===== config.mk =====
export PLATFORM = sky130hd
export DESIGN_NAME = palm_charset_to_utf8
export DESIGN_NICKNAME = d
export VERILOG_FILES = /design/src/hdl/pc2u_pkg.sv /design/src/hdl/pc2u_map.sv /design/src/hdl/pc2u_emit.sv /design/src/hdl/palm_charset_to_utf8.sv
export SDC_FILE = /design/constraint.sdc
export NUM_CORES = 1
export LEC_CHECK = 0
export BUFFER_PORTS_ARGS = -buffer_cell sky130_fd_sc_hd__buf_4
export CORE_UTILIZATION = 55
export CTS_BUF_LIST = sky130_fd_sc_hd__clkbuf_4
export CTS_CLUSTER_DIAMETER = 50
export DETAILED_ROUTE_END_ITERATION = 10
export PLACE_DENSITY = 0.79
export SKIP_CTS_REPAIR_TIMING = 1
export SLEW_MARGIN = 20
export SYNTH_ARGS = -nofsm -noshare
export SYNTH_HDL_FRONTEND = slang
export SYNTH_SLANG_ARGS = --single-unit

===== constraint.sdc =====
create_clock -name clk -period 3.15 [get_ports clk]
set_clock_uncertainty 0.2 [all_clocks]
set_input_delay 0.1575 -clock clk [delete_from_list [all_inputs] [get_ports clk]]
set_output_delay 0.1575 -clock clk [all_outputs]
set_load 0.01 [all_outputs]

===== src/hdl/pc2u_pkg.sv =====
`default_nettype none
// ----------------------------------------------------------------------------
// pc2u_pkg
// Shared types for the code page to UTF-8 transcoder: byte sequence record
// and counter width.
// ----------------------------------------------------------------------------
package pc2u_pkg;

  localparam int unsigned SEQ_MAX = 3;   // longest UTF-8 sequence per source byte
  localparam int unsigned COUNT_W = 16;  // running output count

  typedef logic [7:0]         byte_t;
  typedef logic [1:0]         seq_len_t;  // 1 to SEQ_MAX
  typedef logic [1:0]         seq_idx_t;  // 0 to SEQ_MAX-1
  typedef logic [COUNT_W-1:0] count_t;

  // UTF-8 bytes for one source byte, bytes[0] goes out first
  typedef struct packed {
    byte_t [SEQ_MAX-1:0] bytes;
    seq_len_t            len;
  } utf8_seq_t;

endpackage : pc2u_pkg
`default_nettype wire


===== src/hdl/pc2u_map.sv =====
`default_nettype none
// ----------------------------------------------------------------------------
// pc2u_map
// Decodes one source byte into its one to three byte UTF-8 sequence.
// ----------------------------------------------------------------------------
module pc2u_map
  import pc2u_pkg::*;
(
  input  wire byte_t     src_byte,
  output utf8_seq_t      seq
);

  localparam byte_t ASCII_SPACE = 8'h20;
  localparam byte_t ASCII_DOT   = 8'h2E;
  localparam byte_t ASCII_COMMA = 8'h2C;
  localparam byte_t LEAD_E2     = 8'hE2;
  localparam byte_t LEAD_C2     = 8'hC2;
  localparam byte_t LEAD_C3     = 8'hC3;
  localparam byte_t LEAD_C5     = 8'hC5;
  localparam byte_t LEAD_C6     = 8'hC6;

  always_comb begin
    seq          = '0;
    seq.len      = 2'd1;
    seq.bytes[0] = src_byte;
    unique case (src_byte) inside
      8'h14, 8'h15, 8'h16, 8'h17, 8'h19: begin
        seq.bytes[0] = ASCII_SPACE;
      end
      8'h18, 8'h85: begin
        seq.bytes = {ASCII_DOT, ASCII_DOT, ASCII_DOT};
        seq.len   = 2'd3;
      end
      8'h80: begin
        seq.bytes = {8'hAC, 8'h82, LEAD_E2};
        seq.len   = 2'd3;
      end
      8'h81: begin
        seq.bytes[0] = ASCII_COMMA;
      end
      8'h83: begin
        seq.bytes = {8'h00, 8'h92, LEAD_C6};
        seq.len   = 2'd2;
      end
      8'h89: begin
        seq.bytes = {8'hB0, 8'h80, LEAD_E2};
        seq.len   = 2'd3;
      end
      8'h8A: begin
        seq.bytes = {8'h00, 8'hA0, LEAD_C5};
        seq.len   = 2'd2;
      end
      8'h8C: begin
        seq.bytes = {8'h00, 8'h92, LEAD_C5};
        seq.len   = 2'd2;
      end
      8'h95: begin
        seq.bytes = {8'h00, 8'hB7, LEAD_C2};
        seq.len   = 2'd2;
      end
      8'h97: begin
        seq.bytes = {8'h94, 8'h80, LEAD_E2};
        seq.len   = 2'd3;
      end
      8'h99: begin
        seq.bytes = {8'hA2, 8'h84, LEAD_E2};
        seq.len   = 2'd3;
      end
      8'h9C: begin
        seq.bytes = {8'h00, 8'h93, LEAD_C5};
        seq.len   = 2'd2;
      end
      default: begin
        if (src_byte[7:5] == 3'b100) begin
          // unmapped upper control range
          seq.bytes[0] = ASCII_SPACE;
        end else if (src_byte[7:6] == 2'b10) begin
          seq.bytes = {8'h00, src_byte, LEAD_C2};
          seq.len   = 2'd2;
        end else if (src_byte[7:6] == 2'b11) begin
          seq.bytes = {8'h00, src_byte, LEAD_C3};
          seq.len   = 2'd2;
        end
      end
    endcase
  end

endmodule : pc2u_map
`default_nettype wire


===== src/hdl/pc2u_emit.sv =====
`default_nettype none
// ----------------------------------------------------------------------------
// pc2u_emit
// Result register: holds one decoded sequence and, while out_ready is high,
// sends it a byte per cycle; keeps the running count and the capacity check.
// ----------------------------------------------------------------------------
module pc2u_emit
  import pc2u_pkg::*;
(
  input  wire             clk,
  input  wire             rst_n,
  input  wire             load,
  input  wire utf8_seq_t  seq,
  input  wire             last_of_text,
  input  wire count_t     max_count,
  output logic            take,
  output logic            out_valid,
  input  wire             out_ready,
  output byte_t           out_byte,
  output logic            out_byte_valid,
  output logic            out_last_of_run,
  output logic            out_end_of_text,
  output count_t          out_count_after
);

  logic      busy_r, busy_nxt;
  byte_t     bytes_r [SEQ_MAX];
  seq_len_t  len_r;
  seq_idx_t  idx_r, idx_nxt;
  count_t    base_r;
  logic      last_r;
  logic      drop_r;
  count_t    count_r, count_nxt;

  logic      drop;
  logic      final_byte;
  logic      advance;

  function automatic count_t sat_add(input count_t a, input logic [2:0] b);
    logic [COUNT_W:0] sum;
    sum = {1'b0, a} + (COUNT_W+1)'(b);
    return sum[COUNT_W] ? {COUNT_W{1'b1}} : sum[COUNT_W-1:0];
  endfunction

  assign drop       = (count_r >= max_count);
  assign final_byte = (idx_r == (len_r - 2'd1));
  assign advance    = busy_r && out_ready;
  assign take       = !busy_r || (advance && final_byte);

  always_comb begin
    busy_nxt  = busy_r;
    idx_nxt   = idx_r;
    count_nxt = count_r;
    if (advance) begin
      idx_nxt = idx_r + 2'd1;
      if (final_byte) begin
        busy_nxt = 1'b0;
      end
    end
    if (load) begin
      busy_nxt = 1'b1;
      idx_nxt  = '0;
      if (last_of_text) begin
        count_nxt = '0;
      end else if (!drop) begin
        count_nxt = sat_add(count_r, {1'b0, seq.len});
      end
    end
  end

  always_ff @(posedge clk) begin
    if (!rst_n) begin
      busy_r  <= 1'b0;
      idx_r   <= '0;
      count_r <= '0;
    end else begin
      busy_r  <= busy_nxt;
      idx_r   <= idx_nxt;
      count_r <= count_nxt;
    end
  end

  // payload: capture the sequence and the count it starts from
  always_ff @(posedge clk) begin
    if (load) begin
      for (int i = 0; i < SEQ_MAX; i++) begin
        bytes_r[i] <= seq.bytes[i];
      end
      len_r  <= drop ? 2'd1 : seq.len;
      base_r <= count_r;
      last_r <= last_of_text;
      drop_r <= drop;
    end
  end

  assign out_valid       = busy_r;
  assign out_byte        = drop_r ? 8'h00 : bytes_r[idx_r];
  assign out_byte_valid  = !drop_r;
  assign out_last_of_run = final_byte;
  assign out_end_of_text = final_byte && last_r;
  assign out_count_after = drop_r ? base_r : sat_add(base_r, {1'b0, idx_r} + 3'd1);

endmodule : pc2u_emit
`default_nettype wire


===== src/hdl/palm_charset_to_utf8.sv =====
`default_nettype none
// ----------------------------------------------------------------------------
// palm_charset_to_utf8
// Streams single-byte device code page text into UTF-8.
// ----------------------------------------------------------------------------
// Input channel (in_valid/in_ready): one source byte per word, with
//   in_last_of_text marking the final byte of a text.
// Output channel (out_valid/out_ready): one UTF-8 byte per word; each source
//   byte gives one to three words, the last flagged by out_last_of_run.
// cfg_wr_en/cfg_wr_data: write max_output_bytes; write it only while idle.
// Path: an accepted word is decoded from the input register into the result
//   register, which presents its first output word. Throughput: one output
//   word per cycle while out_ready is high; the result register's serializer
//   sets that rate. A new source byte is taken while the previous one drains.
// Capacity: when the running count is at or above max_output_bytes, the
//   byte is dropped and gives a single word with out_byte_valid low.
//   The count clears after the last byte of a text.
// Reset: synchronous, active low; clears the pipeline and the count and sets
//   max_output_bytes to 1996.
// Stall: with out_ready low the result holds, the input register fills and
//   in_ready drops; nothing is lost.
// ----------------------------------------------------------------------------
module palm_charset_to_utf8
  import pc2u_pkg::*;
(
  input  wire         clk,
  input  wire         rst_n,
  input  wire         cfg_wr_en,
  input  wire [15:0]  cfg_wr_data,
  input  wire         in_valid,
  output logic        in_ready,
  input  wire [7:0]   in_src_byte,
  input  wire         in_last_of_text,
  output logic        out_valid,
  input  wire         out_ready,
  output logic [7:0]  out_byte,
  output logic        out_byte_valid,
  output logic        out_last_of_run,
  output logic        out_end_of_text,
  output logic [15:0] out_count_after
);

  localparam count_t MAX_RESET = 16'd1996;

  count_t    max_r;
  logic      in_valid_r;
  byte_t     in_byte_r;
  logic      in_last_r;
  utf8_seq_t seq;
  logic      take;
  logic      load;

  // capacity register
  always_ff @(posedge clk) begin
    if (!rst_n) begin
      max_r <= MAX_RESET;
    end else if (cfg_wr_en) begin
      max_r <= cfg_wr_data;
    end
  end

  // input register: advance when empty or when its word moves on
  assign load     = in_valid_r && take;
  assign in_ready = !in_valid_r || take;

  always_ff @(posedge clk) begin
    if (!rst_n) begin
      in_valid_r <= 1'b0;
    end else if (in_ready) begin
      in_valid_r <= in_valid;
    end
  end

  always_ff @(posedge clk) begin
    if (in_ready && in_valid) begin
      in_byte_r <= in_src_byte;
      in_last_r <= in_last_of_text;
    end
  end

  // decode between input and result registers
  pc2u_map u_map (
    .src_byte (in_byte_r),
    .seq      (seq)
  );

  pc2u_emit u_emit (
    .clk             (clk),
    .rst_n           (rst_n),
    .load            (load),
    .seq             (seq),
    .last_of_text    (in_last_r),
    .max_count       (max_r),
    .take            (take),
    .out_valid       (out_valid),
    .out_ready       (out_ready),
    .out_byte        (out_byte),
    .out_byte_valid  (out_byte_valid),
    .out_last_of_run (out_last_of_run),
    .out_end_of_text (out_end_of_text),
    .out_count_after (out_count_after)
  );

`ifndef SYNTHESIS
  // a dropped byte is always a single zero word
  a_drop_single: assert property (@(posedge clk) disable iff (!rst_n)
    out_valid && !out_byte_valid |-> out_last_of_run && (out_byte == 8'h00))
    else $error("dropped byte not a single zero word");

  // an idle result register never blocks the input side
  a_idle_ready: assert property (@(posedge clk) disable iff (!rst_n)
    !out_valid |-> in_ready)
    else $error("input stalled while result register idle");

  // every emitted byte is counted
  a_count_nonzero: assert property (@(posedge clk) disable iff (!rst_n)
    out_valid && out_byte_valid |-> out_count_after != 16'd0)
    else $error("emitted byte with zero count");

  // end of text only on the final word of a byte
  a_eot_final: assert property (@(posedge clk) disable iff (!rst_n)
    out_valid && out_end_of_text |-> out_last_of_run)
    else $error("end of text before last word of run");
`endif

endmodule : palm_charset_to_utf8
`default_nettype wire


# Yosys cells after proc, flatten, opt, wreduce, memory -nomap -nowiden
# Memory sizes are Yosys's and may differ from the RTL's. A register that Yosys moved wholly into a read port is not among the register bits.
# Cells that the tools add are included.
[totals] regBits=65 memories=1 mem_bits_rw=24 in_bits=30 out_inout_bits=29
[memory_table] name="u_emit.bytes_r" depth=3 word_bits=8 rd=1 rd_ports_with_merged_regs=1 wr=3 line_no="pc2u_emit.sv:27" text="byte_t bytes_r [SEQ_MAX];"
[classes] n_reduce_logical=23 n_eq_ne=22 n_bitwise=1 add_sub_neg=5 magnitude_cmp=1 n_mux=21
[ops] cell="$pmux W16 S10" count=1
[ops] cell="$mux W16" count=6
[ops] cell="$eq A8 B8 Y1 const B" count=11
[ops] cell="$pmux W8 S7" count=1
[ops] cell="$eq A8 B5 Y1 const B" count=6
[ops] cell="$mux W26" count=1
[ops] cell="$mux W18" count=1
[ops] cell="$add A16 B2 Y17" count=1
[ops] cell="$add A16 B3 Y17" count=1
[ops] cell="$ge A16 B16 Y1" count=1
[ops] cell="$mux W8" count=2
[ops] cell="$reduce_or A6 Y1" count=2
[ops] cell="$reduce_or A5 Y1" count=2
[ops] cell="$mux W2" count=3
[ops] cell="$pmux W2 S3" count=1
[ops] cell="$reduce_or A2 Y1" count=3
[ops] cell="$logic_and A1 B1 Y1" count=5
[ops] cell="$mux W1" count=5
[ops] cell="$eq A2 B2 Y1 const B" count=2
[ops] cell="$reduce_and A2 Y1" count=2
[ops] cell="$reduce_bool A2 Y1" count=2
[ops] cell="$reduce_or A4 Y1" count=1
[ops] cell="$add A2 B1 Y3 const B" count=1
[ops] cell="$eq A3 B3 Y1 const B" count=1
[ops] cell="8 further kinds" count=11

# Depth between registers and ports, before layout
[depth] depth_word=9 mapped_depth=15 depth_no_buf=13

# Hierarchy
# A second synthesis with hierarchy kept.
[hier_totals] hier_cells=529 hier_area_um2=5143.7
[modules_own_cells] mod="pc2u_emit" seq_area_each_um2=1741.7 area_per_inst_um2=3463.3 instances=1 cells_per_inst=340
[modules_own_cells] mod="palm_charset_to_utf8" seq_area_each_um2=610.6 area_per_inst_um2=919.6 instances=1 cells_per_inst=66
[modules_own_cells] mod="pc2u_map" seq_area_each_um2=0.0 area_per_inst_um2=760.7 instances=1 cells_per_inst=123

# Least setup slack after synthesis
# No wires, ideal clock.
[synth_timing] kind="register to register" from="register in_byte_r[2]" to="register u_emit.count_r[3]" stages_incl_launch_ff=15 slack_ps=40 t_arrival_ps=2851 t_required_ps=2891 period_less_slack_ps=3110 setup_time_ps=59 path_cell_list="edfxtp_1 -> nand2b_1 -> nor3b_1 -> a22oi_1 -> or4_1 -> clkbuf_1 -> nand2_1 -> fa_1 -> nand3_1 -> nor2_1 -> and3_1 -> clkbuf_1 -> a21oi_1 -> nor2_1 -> o221a_2"
[synth_rtl] element="start, declared" line_no="palm_charset_to_utf8.sv:47" text="byte_t in_byte_r;"
[synth_rtl] element="start signal, assigned" line_no="palm_charset_to_utf8.sv:76" text="in_byte_r <= in_src_byte;"
[synth_rtl] element="end signal, assigned" line_no="pc2u_emit.sv:79" text="count_r <= count_nxt;"
[synth_rtl] element="end, declared" line_no="pc2u_emit.sv:33" text="count_t count_r, count_nxt;"

==> metrics.yaml <==
gp_congestion: 0.945
synthCells: 515
final.min_clock_period_ns: 3.04
clkSlewWorstSetupHoldPaths_ns: 0.14
setup_viol: 0
yosysMostFrequentCell: "nand2_1"
yosys.area_share.adder_pct: 5.97
regToRegStartpoint: "in_byte_r[0]$_DFFE_PP_"
r2r_setup_slack_ns: 0.11
io_pins: 59
synth_compound_area_share_pct: 15.4
max_slew_margin_pct: 58.8
fin_nets: 687
io_buffers: 58
powerDensity_nw_per_um2: 381
synth-simple-area-share_pct: 19.9
max_freq_mhz: 329
routed_wl_um: 11800
synth_edf_count: 51
worstPathRequired_ns: 3.32
viasPerCell: 5.72
cap_violations: 0
grt_pass1_vias: 3395
wl_per_cell_um: 15.9
yosysWarnings: 0
synth_area_leaders: "edfxtp_1, dfxtp_1, ha_1"
synth.avg_cell_area_um2: 9.44
hold_viol: 0
status: "complete, no violations"
clockBufferDepth: 2
placed_cells: 678
hold_ws_ns: 0.00833
yosysUniqueCellTypes: 58
htree_levels: 3
multiInputGateArea_um2: 2400
grt_pass1_wl_um: 16400
ys_seq_elements: 89
vias: 4264
utilization_pct: 74.0
clock_sinks: 89
drt_iter0_drc: 388
grt_max_degree: 45
worst_slew_pin_slew_ns: 0.618
criticalPathCategory: "flop to flop"
die_y_um: 96
cp-start-kind: "flop"
synth.top_cell.area_share_pct: 31.5
ir_drop_v: 0.000243
stdcell_count: 745
holdCritPathClass: "primary input to flop"
highest_layer: "met4"
grt_overflow_total: 0
rr_worst_depth: 13
power_uw: 2360
cts_root_buf: "clkbuf_4"
synthTopCellsByCount: "nand2_1, edfxtp_1, nor2_1"
report.final.slew_viol_count: 0
async_flop_share_pct: 0
cts_buffers: 9
hpwl_um: 7800
drive_gt1_share_pct: 19.2
ys.flop_type: "edfxtp_1"
p_leak_uw: 0.00256
grt_usage_pct: 23.4
cp.arrival_ns: 3.21
wl_met3_um: 753
firstDrtPassIters: 5
initial_core_util_pct: 58.0
ys_seq_area_share_pct: 47.2
area_delta_synth_final_pct: 27.6
finalSetupTns_ns: 0
cts_tree: "yes"
route.antenna.remaining_nets: 0
crit_fanout: 9
cp-endpoint: "u_emit.count_r[8]$_SDFFE_PN0P_"
m1WireLength_um: 5510
muxShareOfSynthArea_pct: 4.66
fin_crit_sh_pct: 96.4
synth_xor_xnor_area_share_pct: 2.52
wl_met2_um: 5400
synth_top_family_by_area: "simple AND/OR/NAND/NOR gates"
synth.cell_area_um2: 4860
yosysTopAreaCell: "edfxtp_1"
diodes: 0
fillers: 581
die_area_um2: 9220
r2r-end: "u_emit.count_r[8]$_SDFFE_PN0P_"
antenna_found_initial: 0
syn_nets: 567
insertion_delay_ns: 0.43
drc_errors: 0
fp.dieW_um: 96
rows: 33
endpoint_kind: "flop"
seq_area_um2: 2290
startpoint: "in_byte_r[0]$_DFFE_PP_"
coreArea_um2: 8380
[stage by stage]
stage | setup slack, ns | cell area (µm²)
after detailed placement | 0.0526 | 5510
final | 0.114 | 6200
after global routing | -0.0176 | 6200
after global placement | 0.106 | 5510
after CTS | 0.0215 | 5650
after floorplan | 0.0404 | 4860
[report_power, final]
part,internal [µW],total [µW],switching (µW)
Clock,247,647,399
Combinational,192,389,196
Sequential,1290,1330,38.8
[cells in the final DEF, fill, tap and decap left out, types with 3 or more instances in the layout]
| master | instances |
|---|---|
| xor2_1 | 8 |
| dlygate4sd3_1 | 50 |
| clkbuf_4 | 9 |
| a21o_1 | 6 |
| o32ai_1 | 5 |
| nand2_1 | 65 |
| nand3_1 | 21 |
| a31oi_1 | 5 |
| a21oi_1 | 32 |
| nand2b_1 | 9 |
| and3_1 | 10 |
| nor2b_1 | 6 |
| nand4_1 | 3 |
| mux2i_1 | 19 |
| o221a_2 | 3 |
| o21ai_0 | 20 |
| xnor2_1 | 6 |
| nor2_1 | 46 |
| a41oi_1 | 3 |
| dfxtp_1 | 38 |
| nor3_1 | 16 |
| edfxtp_1 | 51 |
| buf_4 | 81 |
| and2_1 | 6 |
| o211ai_1 | 11 |
| ha_1 | 19 |
| inv_1 | 32 |
[cell families after synthesis]
group	Yosys count
simple gates	203
compound gates	110
flops	89
buf+inv	55
mux	22
fa+ha+maj	22
xor+xnor	14
[worst max-delay path, stage by stage (launching register included)]
cell and delay (ns):
edfxtp_1 0.44, buf_4 0.18, buf_4 0.17, inv_1 0.10
a22oi_1 0.08, or4_1 0.44, nand2_1 0.15, fa_2 0.25
nand3_2 0.10, nor2_2 0.17, buf_4 0.15, a21oi_1 0.06
or3_1 0.33, o22ai_1 0.14
[flip-flops by register name, indices dropped and copies added, names as in the netlist, named ones only]
register and flops:
u_emit.drop_r 1, u_emit.base_r 16, max_r 16, in_byte_r 8
in_valid_r 1, u_emit.last_r 1, u_emit.out_valid 1, u_emit.idx_r 2
in_last_r 1, u_emit.len_r 2, u_emit.bytes_r 22, u_emit.count_r 16
[metal layers]
metal / GRT usage (%) / vias up
met2: 34.5 / 174
met5: 0 / -
met3: 3.63 / 17
met1: 35.2 / 1980
li1: - / 2093
met4: 7.21 / 0
[area by class of cell]
type                    count  area share, %
well taps                 105           2.12
multi-input cells         371           38.7
repair buffers            131           17.9
clock buffers               9           1.09
clock inverters             7           1.23
flip-flops and latches     89           37.0
inverters                  33           2.04
[worst min-delay path by stage]
| stage | slack (ns) | startpoint | endpoint | cells after the start |
|---|---|---|---|---|
| finish | 0.008 | cfg_wr_en | max_r[4]$_SDFFE_PN0P_ | 3 |
| global route | 0.02 | cfg_wr_en | max_r[4]$_SDFFE_PN0P_ | 3 |
| CTS | -0.32 | in_src_byte[7] | in_byte_r[7]$_DFFE_PP_ | 1 |
| detailed placement | 0.14 | in_src_byte[1] | in_byte_r[1]$_DFFE_PP_ | 1 |
| global placement | 0.14 | in_src_byte[1] | in_byte_r[1]$_DFFE_PP_ | 1 |
| floorplan | 0.06 | in_src_byte[0] | in_byte_r[0]$_DFFE_PP_ | 0 |
Power figures use the tool's default switching activity.
